<file path="config.mk">
export PLATFORM = sky130hd
export DESIGN_NAME = overwriting_ring_queue
export DESIGN_NICKNAME = d
export VERILOG_FILES = /design/src/rtl/ovrq_pkg.sv /design/src/rtl/overwriting_ring_queue.sv
export SDC_FILE = /design/constraint.sdc
export NUM_CORES = 1
export LEC_CHECK = 0
export ABC_AREA = 1
export BUFFER_PORTS_ARGS = -buffer_cell sky130_fd_sc_hd__buf_2
export CAP_MARGIN = 20
export CORE_UTILIZATION = 40
export DETAILED_ROUTE_END_ITERATION = 8
export SLEW_MARGIN = 15
export SYNTH_ARGS = -nofsm -noshare
export SYNTH_HDL_FRONTEND = slang
export SYNTH_SLANG_ARGS = --single-unit
export TNS_END_PERCENT = 30
</file>
<file path="constraint.sdc">
create_clock -name clk -period 2.8 [get_ports clk]
set_input_delay 0.28 -clock clk [delete_from_list [all_inputs] [get_ports clk]]
set_output_delay 0.28 -clock clk [all_outputs]
set_load 0.005 [all_outputs]
</file>
<file path="src/rtl/ovrq_pkg.sv">
// ============================================================================
// ovrq_pkg
// Shared sizes and codes of the overwriting ring queue.
// ============================================================================
`default_nettype none

package ovrq_pkg;

    // Storage geometry
    localparam int DEPTH  = 16;
    localparam int IDX_W  = (DEPTH > 1) ? $clog2(DEPTH) : 1;
    localparam int CNT_W  = 5;
    localparam int DATA_W = 32;

    // Operation codes carried on func
    typedef enum logic [0:0] {
        FUNC_PUSH = 1'b0,
        FUNC_POP  = 1'b1
    } func_t;

    // Result status codes
    typedef enum logic [1:0] {
        ST_PUSHED      = 2'd0,
        ST_PUSHED_OVER = 2'd1,
        ST_POPPED      = 2'd2,
        ST_EMPTY       = 2'd3
    } status_t;

    // Capacity as written on reset
    localparam logic [CNT_W-1:0] CAP_RESET = CNT_W'(DEPTH);

endpackage

`default_nettype wire

</file>
<file path="src/rtl/overwriting_ring_queue.sv">
// ============================================================================
// overwriting_ring_queue
// Circular FIFO of signed 32-bit words that overwrites its oldest entry.
// ============================================================================
// Usage:
//   Input channel (in_valid/in_ready, func, push_value) carries one operation
//   per transaction: a push writes push_value at the tail, a pop takes the
//   oldest word. Each transaction yields exactly one result on the output
//   channel (out_valid/out_ready, pop_value, status, fill_count).
//   The result is registered: it enters the result register on acceptance, or the
//   skid register while the result register is stalled. Throughput: one transaction
//   per cycle while in_ready is high; the whole step (slot write or read, pointer
//   wrap, count update) settles between the input handshake and the output stage.
//   A two-entry output stage (result register plus skid register) keeps
//   in_ready high while a single result waits; in_ready drops only when both
//   hold a result, i.e. after the receiver has stalled for two results.
//   cfg_we/cfg_wdata set the capacity (0 acts as 1, above 16 acts as 16) and
//   empty the queue; write it only while the block is idle.
//   Reset: capacity 16, queue empty, no result pending. The slot storage is
//   not cleared; only slots written since the queue was last emptied are read.
// ============================================================================
`default_nettype none

module overwriting_ring_queue (
    input  wire logic                                 clk,
    input  wire logic                                 rst_n,
    // configuration
    input  wire logic                                 cfg_we,
    input  wire logic [ovrq_pkg::CNT_W-1:0]           cfg_wdata,
    // input channel
    input  wire logic                                 in_valid,
    output logic                                      in_ready,
    input  wire logic                                 func,
    input  wire logic signed [ovrq_pkg::DATA_W-1:0]   push_value,
    // output channel
    output logic                                      out_valid,
    input  wire logic                                 out_ready,
    output logic signed [ovrq_pkg::DATA_W-1:0]        pop_value,
    output logic [1:0]                                status,
    output logic [ovrq_pkg::CNT_W-1:0]                fill_count
);

    typedef struct packed {
        logic signed [ovrq_pkg::DATA_W-1:0] value;
        ovrq_pkg::status_t                  code;
        logic [ovrq_pkg::CNT_W-1:0]         count;
    } result_t;

    // Queue state
    logic [ovrq_pkg::DATA_W-1:0] slot_mem [ovrq_pkg::DEPTH];
    logic [ovrq_pkg::IDX_W-1:0]  head_reg, head_next;
    logic [ovrq_pkg::IDX_W-1:0]  tail_reg, tail_next;
    logic [ovrq_pkg::CNT_W-1:0]  count_reg, count_next;
    logic [ovrq_pkg::CNT_W-1:0]  cap_reg, cap_next;

    // Output stages
    result_t out_reg, skid_reg, res_next;
    logic    out_valid_reg, skid_valid_reg;

    logic                        accept;
    logic                        out_free;
    logic                        is_pop;
    logic                        pop_hit;
    logic [ovrq_pkg::CNT_W-1:0]  head_inc, tail_inc;

    assign accept   = in_valid && in_ready;
    assign in_ready = !skid_valid_reg;
    assign out_free = !out_valid_reg || out_ready;
    assign is_pop   = (func == ovrq_pkg::FUNC_POP);
    assign pop_hit  = is_pop && (count_reg != '0);

    // Clamp written capacity into 1..DEPTH
    always_comb
    begin
        if (cfg_wdata == '0)
            cap_next = ovrq_pkg::CNT_W'(1);
        else if (cfg_wdata > ovrq_pkg::CAP_RESET)
            cap_next = ovrq_pkg::CAP_RESET;
        else
            cap_next = cfg_wdata;
    end

    // Pointer increments with wrap at the capacity
    assign head_inc = ovrq_pkg::CNT_W'(head_reg) + ovrq_pkg::CNT_W'(1);
    assign tail_inc = ovrq_pkg::CNT_W'(tail_reg) + ovrq_pkg::CNT_W'(1);

    // One queue step; the popped word joins the result as it is registered
    always_comb
    begin
        head_next      = head_reg;
        tail_next      = tail_reg;
        count_next     = count_reg;
        res_next.value = '0;
        res_next.code  = ovrq_pkg::ST_PUSHED;
        if (!is_pop)
        begin
            tail_next = (tail_inc >= cap_reg) ? '0 : tail_inc[ovrq_pkg::IDX_W-1:0];
            if (count_reg >= cap_reg)
            begin
                head_next     = (head_inc >= cap_reg) ? '0 : head_inc[ovrq_pkg::IDX_W-1:0];
                res_next.code = ovrq_pkg::ST_PUSHED_OVER;
            end
            else
            begin
                count_next = count_reg + ovrq_pkg::CNT_W'(1);
            end
        end
        else if (count_reg == '0)
        begin
            res_next.code = ovrq_pkg::ST_EMPTY;
        end
        else
        begin
            head_next      = (head_inc >= cap_reg) ? '0 : head_inc[ovrq_pkg::IDX_W-1:0];
            count_next     = count_reg - ovrq_pkg::CNT_W'(1);
            res_next.code  = ovrq_pkg::ST_POPPED;
        end
        res_next.count = count_next;
    end

    // Slot storage, written on push
    always_ff @(posedge clk)
    begin
        if (accept && !is_pop)
            slot_mem[tail_reg] <= push_value;
    end

    // Pointers, count and capacity
    always_ff @(posedge clk or negedge rst_n)
    begin
        if (!rst_n)
        begin
            head_reg  <= '0;
            tail_reg  <= '0;
            count_reg <= '0;
            cap_reg   <= ovrq_pkg::CAP_RESET;
        end
        else if (cfg_we)
        begin
            head_reg  <= '0;
            tail_reg  <= '0;
            count_reg <= '0;
            cap_reg   <= cap_next;
        end
        else if (accept)
        begin
            head_reg  <= head_next;
            tail_reg  <= tail_next;
            count_reg <= count_next;
        end
    end

    // Output register and skid stage: control
    always_ff @(posedge clk or negedge rst_n)
    begin
        if (!rst_n)
        begin
            out_valid_reg  <= 1'b0;
            skid_valid_reg <= 1'b0;
        end
        else if (out_free)
        begin
            out_valid_reg  <= skid_valid_reg || accept;
            skid_valid_reg <= 1'b0;
        end
        else if (accept)
        begin
            skid_valid_reg <= 1'b1;
        end
    end

    // Output register and skid stage: payload, head slot read on a pop
    always_ff @(posedge clk)
    begin
        if (out_free)
        begin
            if (skid_valid_reg)
                out_reg <= skid_reg;
            else if (accept)
                out_reg <= pop_hit ? {slot_mem[head_reg], res_next.code, res_next.count}
                                   : res_next;
        end
        else if (accept)
        begin
            skid_reg <= pop_hit ? {slot_mem[head_reg], res_next.code, res_next.count}
                                : res_next;
        end
    end

    assign out_valid  = out_valid_reg;
    assign pop_value  = out_reg.value;
    assign status     = out_reg.code;
    assign fill_count = out_reg.count;

endmodule

`default_nettype wire

</file>
# Word-level counts from Yosys, hierarchy flattened
# Memory sizes are Yosys's and may differ from the RTL's.
# Cells that the tools add are included.
dict set report word_totals {
  output_inout_bits 41
  n_memories 1
  regBits 98
  elab_cells 70
  mem_bits_rw 512
  inputBits 43
}
# memory words word_bits rd rd_ports_with_merged_regs write_ports line
set mem_list {}
lappend mem_list {slot_mem 16 32 1 0 1 overwriting_ring_queue.sv:50} ;# logic [ovrq_pkg::DATA_W-1:0] slot_mem [ovrq_pkg::DEPTH];
dict set report op_classes {
  reduce_logical 19
  eq_ne 2
  add_sub_neg 4
  bitwise_logic 1
  muxes 27
  n_lt_le_gt_ge 4
}
# operator n
set ops {}
lappend ops {{$mux W39} 3}
lappend ops {{$mux W4} 10}
lappend ops {{$mux W5} 7}
lappend ops {{$ge A5 B5 Y1} 3}
lappend ops {{$add A4 B1 Y5 const B} 2}
lappend ops {{$logic_not A5 Y1} 2}
lappend ops {{$mux W1} 6}
lappend ops {{$reduce_and A2 Y1} 3}
lappend ops {{$reduce_bool A2 Y1} 3}
lappend ops {{$add A5 B1 Y5 const B} 1}
lappend ops {{$gt A5 B5 Y1 const B} 1}
lappend ops {{$reduce_bool A5 Y1} 1}
lappend ops {{$sub A5 B1 Y5 const B} 1}
lappend ops {{$logic_and A1 B1 Y1} 3}
lappend ops {{$logic_not A1 Y1} 3}
lappend ops {{$ne A3 B3 Y1 const B} 1}
lappend ops {{$reduce_and A3 Y1} 1}
lappend ops {{$reduce_bool A3 Y1} 1}
lappend ops {{$logic_or A1 B1 Y1} 2}
lappend ops {{$mux W2} 1}
lappend ops {{$ne A2 B2 Y1 const B} 1}
lappend ops {{$not A1 Y1} 1}

# Depth between registers and ports, before layout
dict set report depth {
  depth_word 7
  depth_mapped 13
}

# Least setup slack after synthesis
# No wires, ideal clock.
dict set report synth_timing {
  path_type {register -> register}
  from {register skid_valid_reg}
  to {register skid_reg[0] in the netlist's numbering (enable)}
  path_stages_with_launch 5
  arrival_time_ps 2369
  t_required_ps 2365
  n_path_buf 1
  setup_ps 435
  period_less_slack_ps 2804
  slack_ps -4
  cell_sequence {dfrtp_1 > buf_2 > nor2_1 > inv_1 > nor2_1}
}
dict set report synth_via {
  elab_chain_len 3
}
# item line
set synth_lines {}
lappend synth_lines {{start: declaration} overwriting_ring_queue.sv:58} ;# logic out_valid_reg, skid_valid_reg;
lappend synth_lines {{start signal: assignment} overwriting_ring_queue.sv:159} ;# skid_valid_reg <= 1'b0;
lappend synth_lines {{start signal: assignment} overwriting_ring_queue.sv:164} ;# skid_valid_reg <= 1'b0;
lappend synth_lines {{start signal: assignment} overwriting_ring_queue.sv:168} ;# skid_valid_reg <= 1'b1;
lappend synth_lines {{$logic_not A1 Y1} overwriting_ring_queue.sv:67} ;# assign in_ready = !skid_valid_reg;
lappend synth_lines {{$logic_and A1 B1 Y1} overwriting_ring_queue.sv:66} ;# assign accept = in_valid && in_ready;
lappend synth_lines {{$reduce_and A2 Y1 (no source line)} n/a}
lappend synth_lines {{end signal: assignment} overwriting_ring_queue.sv:185} ;# skid_reg <= pop_hit ? {slot_mem[head_reg], res_next.code, res_next.count}
lappend synth_lines {{end: declaration} overwriting_ring_queue.sv:57} ;# result_t out_reg, skid_reg, res_next;
# No other way between the ends.
# A chain may end at the register's enable or synchronous reset.

# Final worst setup path
dict set report layout_timing {
  from {register skid_valid_reg}
  to {output port in_ready}
}
dict set report layout_via {
  elab_chain_len 1
}
# item line
set layout_lines {}
lappend layout_lines {{$logic_not A1 Y1} overwriting_ring_queue.sv:67}
lappend layout_lines {{end: declaration} overwriting_ring_queue.sv:32} ;# output logic in_ready,
# No other way between the ends.

==> results.md <==
* # nets final at 2716
* Clock Path Buffers at 3
* #FFs+latches synth at 610
* Distinct cells, synth at 28
* Global route overflow at 0
* Top-count cell post-synth: nand2_1
* Register area at 0.0182 mm2
* RePlAce Congestion at 0.827
* Period minus WS final at 2.50 ns
* Arr. time, crit path at about 2.2 ns
* Layout area overhead at 13.8%
* Final Non-Filler Cells at 3567
* CTS Buf Count at 66
* Synth area leader: edfxtp_1
* Total Power at between 20 and 30 mW
* Max H-tree Level at 3
* Post-synth EDFFs at 590
* Netlist Area Pre-Place at 0.0268 mm2
* 1st-iter DRT viols at 1668
* I/O pins at 84
* Peak VDD IR at 0.628 mV
* Layout Skew at between 0.02 and 0.03 ns
* # DRC at 9
* Syn_nets at 2629
* Synth cell count leaders: nand2_1, edfxtp_1, nand3_1
* DP HPWL at 36400 um
* Power per cell area at 833 mW/mm2
* Failing checks: design-rule violations
* Footprint of the multi-input gates at 0.00626 mm2
* Slew @ Worst Pin at 0.896 ns
* CP peak stage delay at 0.53 ns
* Yosys warns at 0
* Slowest-stage cell, CP: buf_4
* Worst-path fanout max at 43
* # diodes at 0
* # rows at 94
* Outcome: complete, but fails checks
* Met3 usage at 0.0351
* Clock slew at reported path FFs at 0.06 ns
* Max-cap violations at 0
* Final setup fails at 0
* Initial antenna violation count at 4
* Number of vias per cell at 5.04
* Vias at 18000
* Critical Path RT at 2.52 ns
* Largest net degree at the start of global routing at roughly 110
* Layout cells sized above 1 at 0.0980
* Initial Utilization at 0.406
* Number of global-route vias before repair at 17400
* Setup TNS at 0 ns
* GRT Util Overall at 0.208
* Crit start category: flip-flop
* Max Slew Vio Count at 0
* Crit path buf inv count at 3
* CTS tree: built
* Met2 Track Usage GR at 0.351
* Register area share after synthesis at 0.680
* RSZ-0062 raised after global routing: no
* Relative max-transition margin at 0.402
* Hold Fails Final Rpt at 0
* Crit path max-delay family: buffers and inverters
* Mean area per synthesized cell at 10.4 um2
* PostCTS Resize Cnt at 0
* Chip width at 261 um
* CP Capture Type: primary output
* Drt pass-1 iters at 9
* CP cell instances: buf_4, inv_2, buf_2
* Post-Syn Instances at 2564
* Die ar. at 0.0680 mm2
* Root Driver: clkbuf_16
* Clk_lat worst skew at 0.61 ns
* Hold Path Class: input port to flip-flop
* GRT busiest layer: met2
* Fill cells at 5988
* Dominant cells by area after synthesis: edfxtp_1, nand2_1, nand3_1
* Mean routed wirelength per cell at between 15 and 20 um
* Highest clock rate at 400 MHz
* FFs w/ async S/R, synth at 0.0328
* First-pass GRT wire length at 106000 um
* Detailed Route WL at 69800 um
* Clock Sinks at 610
* Placeable Area at approximately 0.066 mm2
* Crit path kind: flip-flop to primary output
* Largest register FFs at 512
* Top FF cell, synth: edfxtp_1
* Fin crit share at 0.894
* IO buf count at 83
* Lkg Pwr at 12.9 nW
* Die height at 261 um
* Final ANT Viol Nets at 0
* Placed Cells at about 3400
* Post-synth top area share at 0.661
* GRT met1 Usage at 0.275
==> stage by stage <==
step / util / hold WS, ns / area, um2 / setup slack (ns)
final: 0.462 / 0.0607 / 30500 / 0.298
after global placement: 0.429 / 0.271 / 28300 / 0.574
after CTS: 0.462 / 0.0283 / 30500 / 0.296
after floorplan: - / -0.0156 / 26800 / 0.0842
after detailed placement: 0.429 / 0.286 / 28300 / 0.522
after global routing: 0.462 / 0.0499 / 30500 / 0.253
==> where the power goes <==
part | internal, mW | switching (mW)
Combinational | 1.98 | 4.55
Sequential | 10.3 | 0.140
Clock | 4.87 | 3.57
==> placed cells by master, fill, tap and decap left out <==
cell type and n:
inv_4 1, inv_1 429, a21o_1 1, dfrtp_1 14, dfrtp_4 2, buf_2 83, clkinv_4 1, buf_12 24
a21oi_1 37, bufinv_16 4, buf_4 26, dfrtp_2 3, a31oi_1 2, xor2_1 6, nand2_1 814, nor2_1 24
inv_6 4, ha_1 22, edfxtp_1 590, dlygate4sd3_1 10, nand2_4 1, dfstp_2 1, nand3_1 433, nor3_1 4
clkinvlp_4 2, o21ai_0 13, nor2_2 1, and2_1 2, clkbuf_16 69, clkinv_2 19, clkinv_1 13, inv_2 6
nand4_1 12, clkbuf_1 9, nor2_4 18, o22ai_1 3
==> layout make-up <==
| cell class | count | share of cell area |
|---|---|---|
| sequential | 610 | 0.598 |
| multi-input combinational | 1393 | 0.205 |
| clock buffer | 78 | 0.0578 |
| inverter | 437 | 0.0541 |
| timing repair buffer | 143 | 0.0391 |
| tap | 864 | 0.0355 |
| clock inverter | 42 | 0.0103 |
==> path summary, 6_finish.rpt <==
path	start	slack, ns	end	cells after the start
min in group asynchronous	rst_n	0.19	tail_reg[0]	2
worst min register to register	skid_reg[8]	0.52	pop_value[1]	2
max in group asynchronous	rst_n	2.22	head_reg[0]	2
worst max register to register	cap_reg[4]	0.47	skid_reg[4]	7
worst max-delay path	skid_valid_reg	0.30	in_ready	3
worst min-delay path	push_value[17]	0.06	slot_mem[0][17]	1
==> per-layer routing <==
metal	vias to the layer above	part of all wire
met5	-	0.00039
met4	4	0.022
met3	105	0.072
met2	647	0.48
met1	8700	0.42
li1	8535	-
==> timing repair <==
item / 4_1_cts / 5_1_grt
hold endpoints to repair: 28 / 0
buffers inserted: 0 / 0
hold buffers: 10 / 0
==> cells by family (layout without fill, tap and decap cells) <==
family / after synthesis / count (layout) / share of synthesized area
XOR/XNOR: 6 / 6 / 0.00196
flip-flops: 610 / 610 / 0.680
buffers and inverters: 561 / 700 / 0.0915
AND/OR/NAND/NOR: 1309 / 1309 / 0.205
AO/OA/AOI/OAI: 56 / 56 / 0.0108
adder cells (fa/ha/maj): 22 / 22 / 0.0103
No activity file was read; power rests on OpenSTA's default activity.
